### config.mk
export PLATFORM = sky130hd
export DESIGN_NAME = delimited_frame_receiver_top
export DESIGN_NICKNAME = d
export VERILOG_FILES = /design/src/design/dfr_pkg.sv /design/src/design/dfr_ram.sv /design/src/design/dfr_emit.sv /design/src/design/delimited_frame_receiver_top.sv
export SDC_FILE = /design/constraint.sdc
export NUM_CORES = 1
export LEC_CHECK = 0
export BUFFER_PORTS_ARGS = -buffer_cell sky130_fd_sc_hd__buf_2
export CAP_MARGIN = 20
export CORE_MARGIN = 2
export CORE_UTILIZATION = 30
export CTS_CLUSTER_SIZE = 24
export DETAILED_ROUTE_END_ITERATION = 8
export PLACE_DENSITY = 0.53
export SLEW_MARGIN = 20
export SYNTH_ARGS = -nofsm -noshare
export SYNTH_HDL_FRONTEND = slang
export SYNTH_SLANG_ARGS = --single-unit
### constraint.sdc
create_clock -name i_clk -period 2.97 [get_ports i_clk]
set_input_delay 0.297 -clock i_clk [delete_from_list [all_inputs] [get_ports i_clk]]
set_output_delay 0.297 -clock i_clk [all_outputs]
set_load 0.1 [all_outputs]
### src/design/dfr_pkg.sv
// shared constants and types of the delimited frame receiver
`timescale 1ns / 1ps

package dfr_pkg;

    // message store size, one entry kept free as in the original buffer
    localparam int MSG_SIZE    = 32;
    localparam int STORE_DEPTH = MSG_SIZE - 1;
    localparam int ADDR_W      = $clog2(STORE_DEPTH);
    localparam int FILL_W      = $clog2(MSG_SIZE);

    localparam logic [FILL_W-1:0] MAX_FILL = FILL_W'(STORE_DEPTH);

    // delimiter bytes
    localparam logic [7:0] MARK_OPEN  = 8'h3C;
    localparam logic [7:0] MARK_CLOSE = 8'h3E;
    localparam logic [7:0] MARK_CR    = 8'h0D;

    // message kinds
    localparam logic KIND_TEXT  = 1'b0;
    localparam logic KIND_FRAME = 1'b1;

    // request from the byte parser to the emit sequencer
    typedef struct packed {
        logic              start;
        logic              kind;
        logic [FILL_W-1:0] count;
    } t_emit_req;

endpackage

### src/design/dfr_ram.sv
// generic single-port-write ram with registered read
`timescale 1ns / 1ps

module dfr_ram #(
    parameter int WIDTH = 8,
    parameter int DEPTH = 32
) (
    input  logic                     i_clk,
    input  logic                     i_wr_en,
    input  logic [$clog2(DEPTH)-1:0] i_wr_addr,
    input  logic [WIDTH-1:0]         i_wr_data,
    input  logic                     i_rd_en,
    input  logic [$clog2(DEPTH)-1:0] i_rd_addr,
    output logic [WIDTH-1:0]         o_rd_data
);

    logic [WIDTH-1:0] r_mem [DEPTH];
    logic [WIDTH-1:0] r_rd_data;

    always_ff @(posedge i_clk) begin
        if (i_wr_en) begin
            r_mem[i_wr_addr] <= i_wr_data;
        end
        if (i_rd_en) begin
            r_rd_data <= r_mem[i_rd_addr];
        end
    end

    assign o_rd_data = r_rd_data;

endmodule

### src/design/dfr_emit.sv
// emit sequencer: walks the message store one byte per cycle while the output is ready
`timescale 1ns / 1ps

module dfr_emit (
    input  logic                       i_clk,
    input  logic                       i_rst_n,
    input  dfr_pkg::t_emit_req         i_req,
    output logic                       o_busy,
    output logic                       o_rd_en,
    output logic [dfr_pkg::ADDR_W-1:0] o_rd_addr,
    input  logic [7:0]                 i_rd_data,
    output logic                       o_valid,
    input  logic                       i_ready,
    output logic                       o_msg_kind,
    output logic [7:0]                 o_data_byte,
    output logic                       o_is_empty,
    output logic                       o_last
);

    logic                       r_valid;
    logic                       r_kind;
    logic                       r_empty;
    logic                       r_last;
    logic [dfr_pkg::FILL_W-1:0] r_left;
    logic [dfr_pkg::ADDR_W-1:0] r_idx;
    logic                       rd_en;

    // ram output register doubles as the data register, so read only when it frees up
    assign rd_en = (r_left != '0) && (!r_valid || i_ready);

    always_ff @(posedge i_clk) begin
        if (!i_rst_n) begin
            r_valid <= 1'b0;
            r_left  <= '0;
            r_empty <= 1'b0;
            r_last  <= 1'b0;
        end else if (i_req.start) begin
            r_kind <= i_req.kind;
            r_idx  <= '0;
            if (i_req.count == '0) begin
                r_valid <= 1'b1;
                r_empty <= 1'b1;
                r_last  <= 1'b1;
                r_left  <= '0;
            end else begin
                r_empty <= 1'b0;
                r_left  <= i_req.count;
            end
        end else if (rd_en) begin
            r_valid <= 1'b1;
            r_last  <= (r_left == dfr_pkg::FILL_W'(1));
            r_left  <= r_left - dfr_pkg::FILL_W'(1);
            r_idx   <= r_idx + dfr_pkg::ADDR_W'(1);
        end else if (r_valid && i_ready) begin
            r_valid <= 1'b0;
        end
    end

    assign o_busy      = r_valid || (r_left != '0);
    assign o_rd_en     = rd_en;
    assign o_rd_addr   = r_idx;
    assign o_valid     = r_valid;
    assign o_msg_kind  = r_kind;
    assign o_data_byte = r_empty ? 8'h00 : i_rd_data;
    assign o_is_empty  = r_empty;
    assign o_last      = r_last;

`ifndef SYNTH
    a_no_start_busy: assert property (@(posedge i_clk) disable iff (!i_rst_n)
        i_req.start |-> !o_busy)
        else $error("emit request while a message is still going out");

    a_empty_is_last: assert property (@(posedge i_clk) disable iff (!i_rst_n)
        r_valid && r_empty |-> r_last)
        else $error("empty message result without last");

    a_done_after_last: assert property (@(posedge i_clk) disable iff (!i_rst_n)
        r_valid && i_ready && r_last |=> !o_busy)
        else $error("sequencer still busy after last transaction");

    a_empty_start: assert property (@(posedge i_clk) disable iff (!i_rst_n)
        i_req.start && (i_req.count == '0) |=> r_valid && r_empty)
        else $error("empty message did not raise its single result");
`endif

endmodule

### src/design/delimited_frame_receiver_top.sv
// top level of the delimited frame receiver: byte parser, message store and emit sequencer
`timescale 1ns / 1ps

// Receives bytes one transaction at a time and gathers them into a 31-byte message
// store (a small ram, contents undefined until written, no clearing pass after reset).
// Outside a frame '<' opens a frame, carriage return sends the stored bytes as a text
// line and any other byte is stored; inside a frame '>' sends the bytes as a frame and
// any other byte is stored. A full store sends a text line, or silently drops an open
// frame. Each message comes out as one transaction per byte with o_last on the final
// one; an empty message is a single transaction with o_is_empty set. Bytes are ignored
// while link_enable is 0. A byte that sends nothing leaves o_rx_ready high; a byte that
// sends an n-byte message holds o_rx_ready low until the last output transaction is
// taken. The store has a single read port, walked one address per cycle while the
// output channel is not stalled.
module delimited_frame_receiver_top (
    input  logic       i_clk,
    input  logic       i_rst_n,
    // configuration write channel
    input  logic       i_cfg_valid,
    output logic       o_cfg_ready,
    input  logic       i_cfg_data,
    // received bytes
    input  logic       i_rx_valid,
    output logic       o_rx_ready,
    input  logic [7:0] i_rx_byte,
    // message bytes out
    output logic       o_msg_valid,
    input  logic       i_msg_ready,
    output logic       o_msg_kind,
    output logic [7:0] o_data_byte,
    output logic       o_is_empty,
    output logic       o_last
);

    logic                       r_link_enable;
    logic                       r_in_frame;
    logic                       n_in_frame;
    logic [dfr_pkg::FILL_W-1:0] r_fill;
    logic [dfr_pkg::FILL_W-1:0] n_fill;

    logic                       rx_accept;
    logic                       busy;
    logic                       wr_en;
    dfr_pkg::t_emit_req         emit_req;
    logic                       rd_en;
    logic [dfr_pkg::ADDR_W-1:0] rd_addr;
    logic [7:0]                 rd_data;

    // config is always writable
    assign o_cfg_ready = 1'b1;

    always_ff @(posedge i_clk) begin
        if (!i_rst_n) begin
            r_link_enable <= 1'b0;
        end else if (i_cfg_valid) begin
            r_link_enable <= i_cfg_data;
        end
    end

    // hold off new bytes while a message is going out
    assign o_rx_ready = !busy;
    assign rx_accept  = i_rx_valid && o_rx_ready;

    // byte parser: next fill count, frame flag, store write and emit request
    always_comb begin
        n_fill         = r_fill;
        n_in_frame     = r_in_frame;
        wr_en          = 1'b0;
        emit_req.start = 1'b0;
        emit_req.kind  = dfr_pkg::KIND_TEXT;
        emit_req.count = r_fill;
        if (rx_accept && r_link_enable) begin
            if (r_in_frame) begin
                if (i_rx_byte == dfr_pkg::MARK_CLOSE) begin
                    emit_req.start = 1'b1;
                    emit_req.kind  = dfr_pkg::KIND_FRAME;
                    n_fill         = '0;
                    n_in_frame     = 1'b0;
                end else begin
                    wr_en = 1'b1;
                    if (r_fill == dfr_pkg::MAX_FILL - dfr_pkg::FILL_W'(1)) begin
                        // frame overflow: drop it without output
                        n_fill     = '0;
                        n_in_frame = 1'b0;
                    end else begin
                        n_fill = r_fill + dfr_pkg::FILL_W'(1);
                    end
                end
            end else begin
                if (i_rx_byte == dfr_pkg::MARK_OPEN) begin
                    n_fill     = '0;
                    n_in_frame = 1'b1;
                end else if (i_rx_byte == dfr_pkg::MARK_CR) begin
                    emit_req.start = 1'b1;
                    n_fill         = '0;
                end else begin
                    wr_en = 1'b1;
                    if (r_fill == dfr_pkg::MAX_FILL - dfr_pkg::FILL_W'(1)) begin
                        // text overflow: send the full store as a line
                        emit_req.start = 1'b1;
                        emit_req.count = dfr_pkg::MAX_FILL;
                        n_fill         = '0;
                    end else begin
                        n_fill = r_fill + dfr_pkg::FILL_W'(1);
                    end
                end
            end
        end
    end

    always_ff @(posedge i_clk) begin
        if (!i_rst_n) begin
            r_fill     <= '0;
            r_in_frame <= 1'b0;
        end else begin
            r_fill     <= n_fill;
            r_in_frame <= n_in_frame;
        end
    end

    // message store
    dfr_ram #(
        .WIDTH (8),
        .DEPTH (dfr_pkg::STORE_DEPTH)
    ) u_store (
        .i_clk     (i_clk),
        .i_wr_en   (wr_en),
        .i_wr_addr (r_fill[dfr_pkg::ADDR_W-1:0]),
        .i_wr_data (i_rx_byte),
        .i_rd_en   (rd_en),
        .i_rd_addr (rd_addr),
        .o_rd_data (rd_data)
    );

    // emit sequencer
    dfr_emit u_emit (
        .i_clk       (i_clk),
        .i_rst_n     (i_rst_n),
        .i_req       (emit_req),
        .o_busy      (busy),
        .o_rd_en     (rd_en),
        .o_rd_addr   (rd_addr),
        .i_rd_data   (rd_data),
        .o_valid     (o_msg_valid),
        .i_ready     (i_msg_ready),
        .o_msg_kind  (o_msg_kind),
        .o_data_byte (o_data_byte),
        .o_is_empty  (o_is_empty),
        .o_last      (o_last)
    );

endmodule
After elaboration in Yosys (flattened, before gate mapping) --
Memory sizes are Yosys's and may differ from the RTL's. A register that Yosys moved wholly into a read port is not among the register bits. Index checks and enable logic that the tools add are counted.
Storage, ports and cells: memory bits (writable) 248, output and inout bits 14, memories 1, bits of input ports 14, register bits 21
Memory list:
- u_store.r_mem | words 31, width 8, rd ports 1, clocked after Yosys merged registers in 1, wr ports 1, RTL line dfr_ram.sv:17 | logic [WIDTH-1:0] r_mem [DEPTH];
Cells by class: add/sub/neg operators 3, equality and inequality tests 6, multiplexer cells 39, reductions and logical operators 17
Operators with widths (number):
- 5-bit two-way mux | 13
- 1-bit two-way mux | 23
- 8-bit by 6-bit equality test with 1-bit output (second input constant) | 2
- 5-bit by 1-bit adder with 5-bit output (second input constant) | 2
- 2-bit AND reduction | 5
- 8-bit by 4-bit equality test with 1-bit output (second input constant) | 1
- 8-bit two-way mux | 1
- 7-bit two-way mux | 1
- 5-bit by 1-bit equality test with 1-bit output (second input constant) | 1
- 5-bit equality test (second input constant) | 1
- 5-bit logical NOT | 1
- 5-bit nonzero test | 1
- 5-bit by 1-bit subtractor with 5-bit output (second input constant) | 1
- 1-bit logical AND | 4
- 3-bit nonzero test | 1
- 1-bit logical NOT | 2
- 1-bit logical OR | 2
- 2-bit two-way mux | 1
- 2-bit by 1-bit inequality test with 1-bit output (second input constant) | 1
- 2-bit nonzero test | 1

Depth between registers and ports, before layout --
depth after elaboration 9, gate-level depth with buffers 9, depth with buffers taken out 8

By module --
Synthesis repeated with hierarchy kept, for this count alone.
Unflattened totals: cells, all modules 720, area, all modules 11576.1 um2
By module, submodules not included:
- dfr_ram | cells each 561, area each 10189.8 um2, times used 1, seq. area each 7687.4 um2
- dfr_emit | cells each 83, area each 795.8 um2, times used 1, seq. area each 340.3 um2
- delimited_frame_receiver_top | cells each 76, area each 590.6 um2, times used 1, seq. area each 140.1 um2

Worst setup path before layout --
OpenSTA, ideal clock, no wires.
path type register to register, start point register u_emit.r_left[0] in the netlist's numbering, end point memory u_store.r_mem[10][0], enable pin, stages on the path, launching flop included 10, data arrival time 2.694 ns, setup slack -0.094 ns, setup time 0.370 ns, path buffers 2, period minus slack after synthesis 3.064 ns, cell sequence dfxtp_1 -> inv_1 -> ha_1 -> or4b_4 -> nor2_4 -> and3_1 -> buf_2 -> buf_4 -> nand3_1 -> nor2_1
On the way: cells in the longest elaborated chain, start to end 8
Ends and longest elaborated chain:
- start, declared | RTL line dfr_emit.sv:24 | logic [dfr_pkg::FILL_W-1:0] r_left;
- start signal, assigned | RTL line dfr_emit.sv:47 | r_left <= i_req.count;
- start signal, assigned | RTL line dfr_emit.sv:52 | r_left <= r_left - dfr_pkg::FILL_W'(1);
- 5-bit nonzero test | RTL line dfr_emit.sv:59 | assign o_busy = r_valid || (r_left != '0);
- 1-bit logical OR | RTL line dfr_emit.sv:59
- 1-bit logical NOT | RTL line delimited_frame_receiver_top.sv:61 | assign o_rx_ready = !busy;
- via o_rx_ready | RTL line delimited_frame_receiver_top.sv:24 | output logic o_rx_ready,
- 1-bit logical AND | RTL line delimited_frame_receiver_top.sv:62 | assign rx_accept = i_rx_valid && o_rx_ready;
- 1-bit logical AND | RTL line delimited_frame_receiver_top.sv:72 | if (rx_accept && r_link_enable) begin
- 1-bit two-way mux | RTL line delimited_frame_receiver_top.sv:72
- 1-bit two-way mux | RTL line dfr_ram.sv:21 | if (i_wr_en) begin
- 1-bit two-way mux (implied by the code) | RTL line dfr_ram.sv:22 | r_mem[i_wr_addr] <= i_wr_data;
- end, declared | RTL line dfr_ram.sv:17
The timed path passes the listed nets, and every way through them passes these cells.

Worst setup path in the final report --
start point register u_emit.r_left[0] in the netlist's numbering, end point memory u_store.r_mem[13][6], enable pin
On the way: cells in the longest elaborated chain, start to end 8
Ends and longest elaborated chain (RTL line):
- 5-bit nonzero test | dfr_emit.sv:59
- 1-bit logical OR | dfr_emit.sv:59
- 1-bit logical NOT | delimited_frame_receiver_top.sv:61
- 1-bit logical AND | delimited_frame_receiver_top.sv:62
- 1-bit logical AND | delimited_frame_receiver_top.sv:72
- 1-bit two-way mux | delimited_frame_receiver_top.sv:72
- 1-bit two-way mux | dfr_ram.sv:21
- 1-bit two-way mux (implied by the code) | dfr_ram.sv:22
Every way passes these cells.

==> impl_results.md <==
* Status: complete, no violations
* Antenna Cells at 0
* Most frequent cells in the layout: 262 x edfxtp_1, 72 x mux4_2, 44 x buf_4, 40 x nor2_1, 29 x clkbuf_16
* Number of library cell types mapped by synthesis at 53
* CP max FO at 8
* H-tree Lvls at 1
* Psw at 3.30 mW
* GPL Wtd Cong at 0.807
* Max_slew headroom at 61.1%
* Worst vdd ir at 0.490 mV
* Pwr/cell area at 839 mW/mm^2
* Max frequency at 0.364 GHz
* Area growth syn-to-layout at 17.3%
* Main synth FF type: edfxtp_1
* IO Pins at 28
* Slew of the pin with the lowest slew margin at 0.583 ns
* Synth Register Bits at 277
* Iteration count of the initial detailed-routing pass at 4
* Flop pwr share at 41.8%
* Cell Area, Synth at 0.0112 sq mm
* Layout Cells excl Fill at 1143
* Via count at 5651
* Share of cells above drive strength 1 at 31.6%
* Max Clock Skew at 0.00968 ns
* Synthesized area per cell at 19.3 sq um
* WL final at 25900 um
* Sw frac at 29.9%
* Worst skew pair latency at 0.53 ns
* Clock sink count at 277
* Area after DPL at 0.0122 sq mm
* TritonCTS Buffers at 29
* Worst Setup End Kind: flop
* Combinational share of power at 26.0%
* Post CTS Setup Buffer Count at 0
* Filler instances at 3360
* Vias in the first global route at 5920
* Crit-path leading delay family: simple AND/OR/NAND/NOR gates
* WL/cell at 22.7 um
* Iteration-0 DRC count of the detailed router at 463
* Detail Route Antenna Nets at 0
* Cells after Synth at 580
* Buf+Inv Stages, Crit Path at 1
* Initial antenna violation count at 0
* Vert. Die Dim at 197 um
* Synth Net Count at 602
* Post-route cell area at 0.0131 sq mm
* Root buf cell: clkbuf_16
* Hold crit path type: input port to flop
* Crit path cell chain: inv_1, ha_1, or4b_4, nor2_4, and3_1, nand3_2, nor2_2
* Cell Rows at 70
* Register area share after synthesis at 73.0%
* DRC viols at 0
* First-pass GRT wire length at 38700 um
* Pint at 7.72 mW
* Initial cell density of the core at 30.5%
* CP arrival at 2.92 ns
* Final period util at 92.6%
* Unrepaired setup endpoints after global routing: no
* Final Max Tran Viols at 0
* Ys async rst share at 0%
* Final setup violation count at 0
* Most common cell after layout, fill and taps aside: edfxtp_1
* DP Cell Count at 1091
* Grt total ovfl at 0
* Max stage delay cell, worst path: nor2_2
* Die area at 0.0389 sq mm
* Final Util at 35.8%
* Longest Clk Path Bufs at 3
* Post-synth EDFFs at 262
* Fin Setup TNS at 0 ns
* Max_cap viols at 0
* Clock-pin slew on the worst setup and hold paths at 0.06 ns
* CP required at 3.14 ns
* Final critical-path required period at 2.75 ns
* Largest net degree at the start of global routing at 67
* GRT Total Usage at 13.5%
* Startpoint types: flop
* Final net count at 677
* Die W at 197 um
* Core area at 0.0367 sq mm
* CTS tree: built
* Crit-path max cell delay at 0.51 ns
* Warnings from Yosys at 0
* Leak at 4.22 nW
* HPWL Detailed at 17100 um
* Hold Violations, Final at 0
* Clock Power Share at 32.2%
* Via/cell ratio at 4.94
* Crit Path Class: flop to flop
* IO Port Bufs at 26
cell families (layout without fill, tap and decap cells):
logic type	count (synthesis)	count (layout)	share of synthesized area, %
DFF	277	277	73.0
buffers and inverters	38	133	1.69
other	1	1	0.0335
muxes	89	89	16.1
xor gates and xnor gates	6	6	0.469
adders and majority gates	8	8	0.894
and+or+nand+nor	120	120	5.47
AOI/OAI and AO/OA	41	41	2.39
power by group through the flow:
stage	clock network, mW	registers, mW	logic, mW
global placement	0	4.69	2.88
global route	3.78	4.62	3.04
finish	3.55	4.61	2.86
floorplan	0	4.69	2.08
CTS	3.63	4.61	2.92
detailed placement	0	4.69	2.91
worst min-delay path: stages:
cell and delay (ns):
buf_2 0.08, mux2i_1 0.06, nor2_1 0.08
cells in the mapped netlist, drive strengths merged, types with 2 or more instances:
cell type,count,share of area [%]
xnor2,2,0.16
nand3,18,0.98
and2,2,0.11
and3,2,0.11
o21ai,11,0.49
inv,7,0.23
mux4,72,14
mux2i,9,0.80
xor2,4,0.31
edfxtp,262,70
o211ai,2,0.13
clkbuf,13,0.44
nor2b,9,0.50
ha,8,0.89
nor2,49,1.7
mux2,8,0.80
dfxtp,15,2.7
buf,18,1.0
a21oi,12,0.54
nand2,20,0.67
a31oi,2,0.11
nand3b,5,0.34
a311oi,2,0.16
nand4,3,0.17
nor3,3,0.13
or4b,2,0.21
metal layers:
layer  share of wire (%)  track usage [%]
met1                  42             17.4
met2                  52             23.8
met3                 4.1             1.98
met4                 2.3             3.45
met5                   0                0
layout make-up:
cell class / count / area [sq um] / share of cell area (%)
flip-flops and latches: 277 / 8170 / 62.2
multi-input cells: 265 / 2870 / 21.9
clock buffers: 33 / 741 / 5.64
well taps: 468 / 586 / 4.46
repair buffers: 75 / 551 / 4.19
clock inverters: 18 / 189 / 1.44
inverters: 7 / 26.3 / 0.200
worst paths after layout:
| check | from | to | slack (ns) | cells after the start |
|---|---|---|---|---|
| setup / recovery | u_emit.r_left[0] | u_store.r_mem[13][6] | 0.22 | 7 |
| hold / removal | i_cfg_valid | r_link_enable | 0.03 | 3 |
| setup reg to reg | u_emit.r_left[0] | u_store.r_mem[13][6] | 0.22 | 7 |
| hold reg to reg | u_emit.r_left[0] | u_emit.r_left[0] | 0.55 | 2 |
stage by stage:
step,hold slack [ns],power (mW),setup WS (ns)
after global placement,0.527,7.56,0.221
final,0.0304,11.0,0.220
after global routing,0.0182,11.4,0.0292
after floorplan,0.396,6.77,-0.0945
after detailed placement,0.546,7.60,0.139
after CTS,0.00334,11.2,0.128
what timing repair did:
action / CTS / global route
gates resized for setup: 0 / 2
hold endpoints to repair: 1 / 0
hold buffers: 1 / 0
setup endpoints to repair: 0 / 80
sequential cells by signal, indices dropped and copies added, names as in the netlist:
name and cells:
u_emit.o_msg_kind 1, r_link_enable 1, r_fill 5, u_store.r_mem 248
u_emit.o_last 1, r_in_frame 1, u_emit.o_is_empty 1, u_emit.o_rd_addr 5
u_emit.o_valid 1, u_emit.r_left 5, u_store.o_rd_data 8
Note: power is estimated with default switching activity, not from simulation.
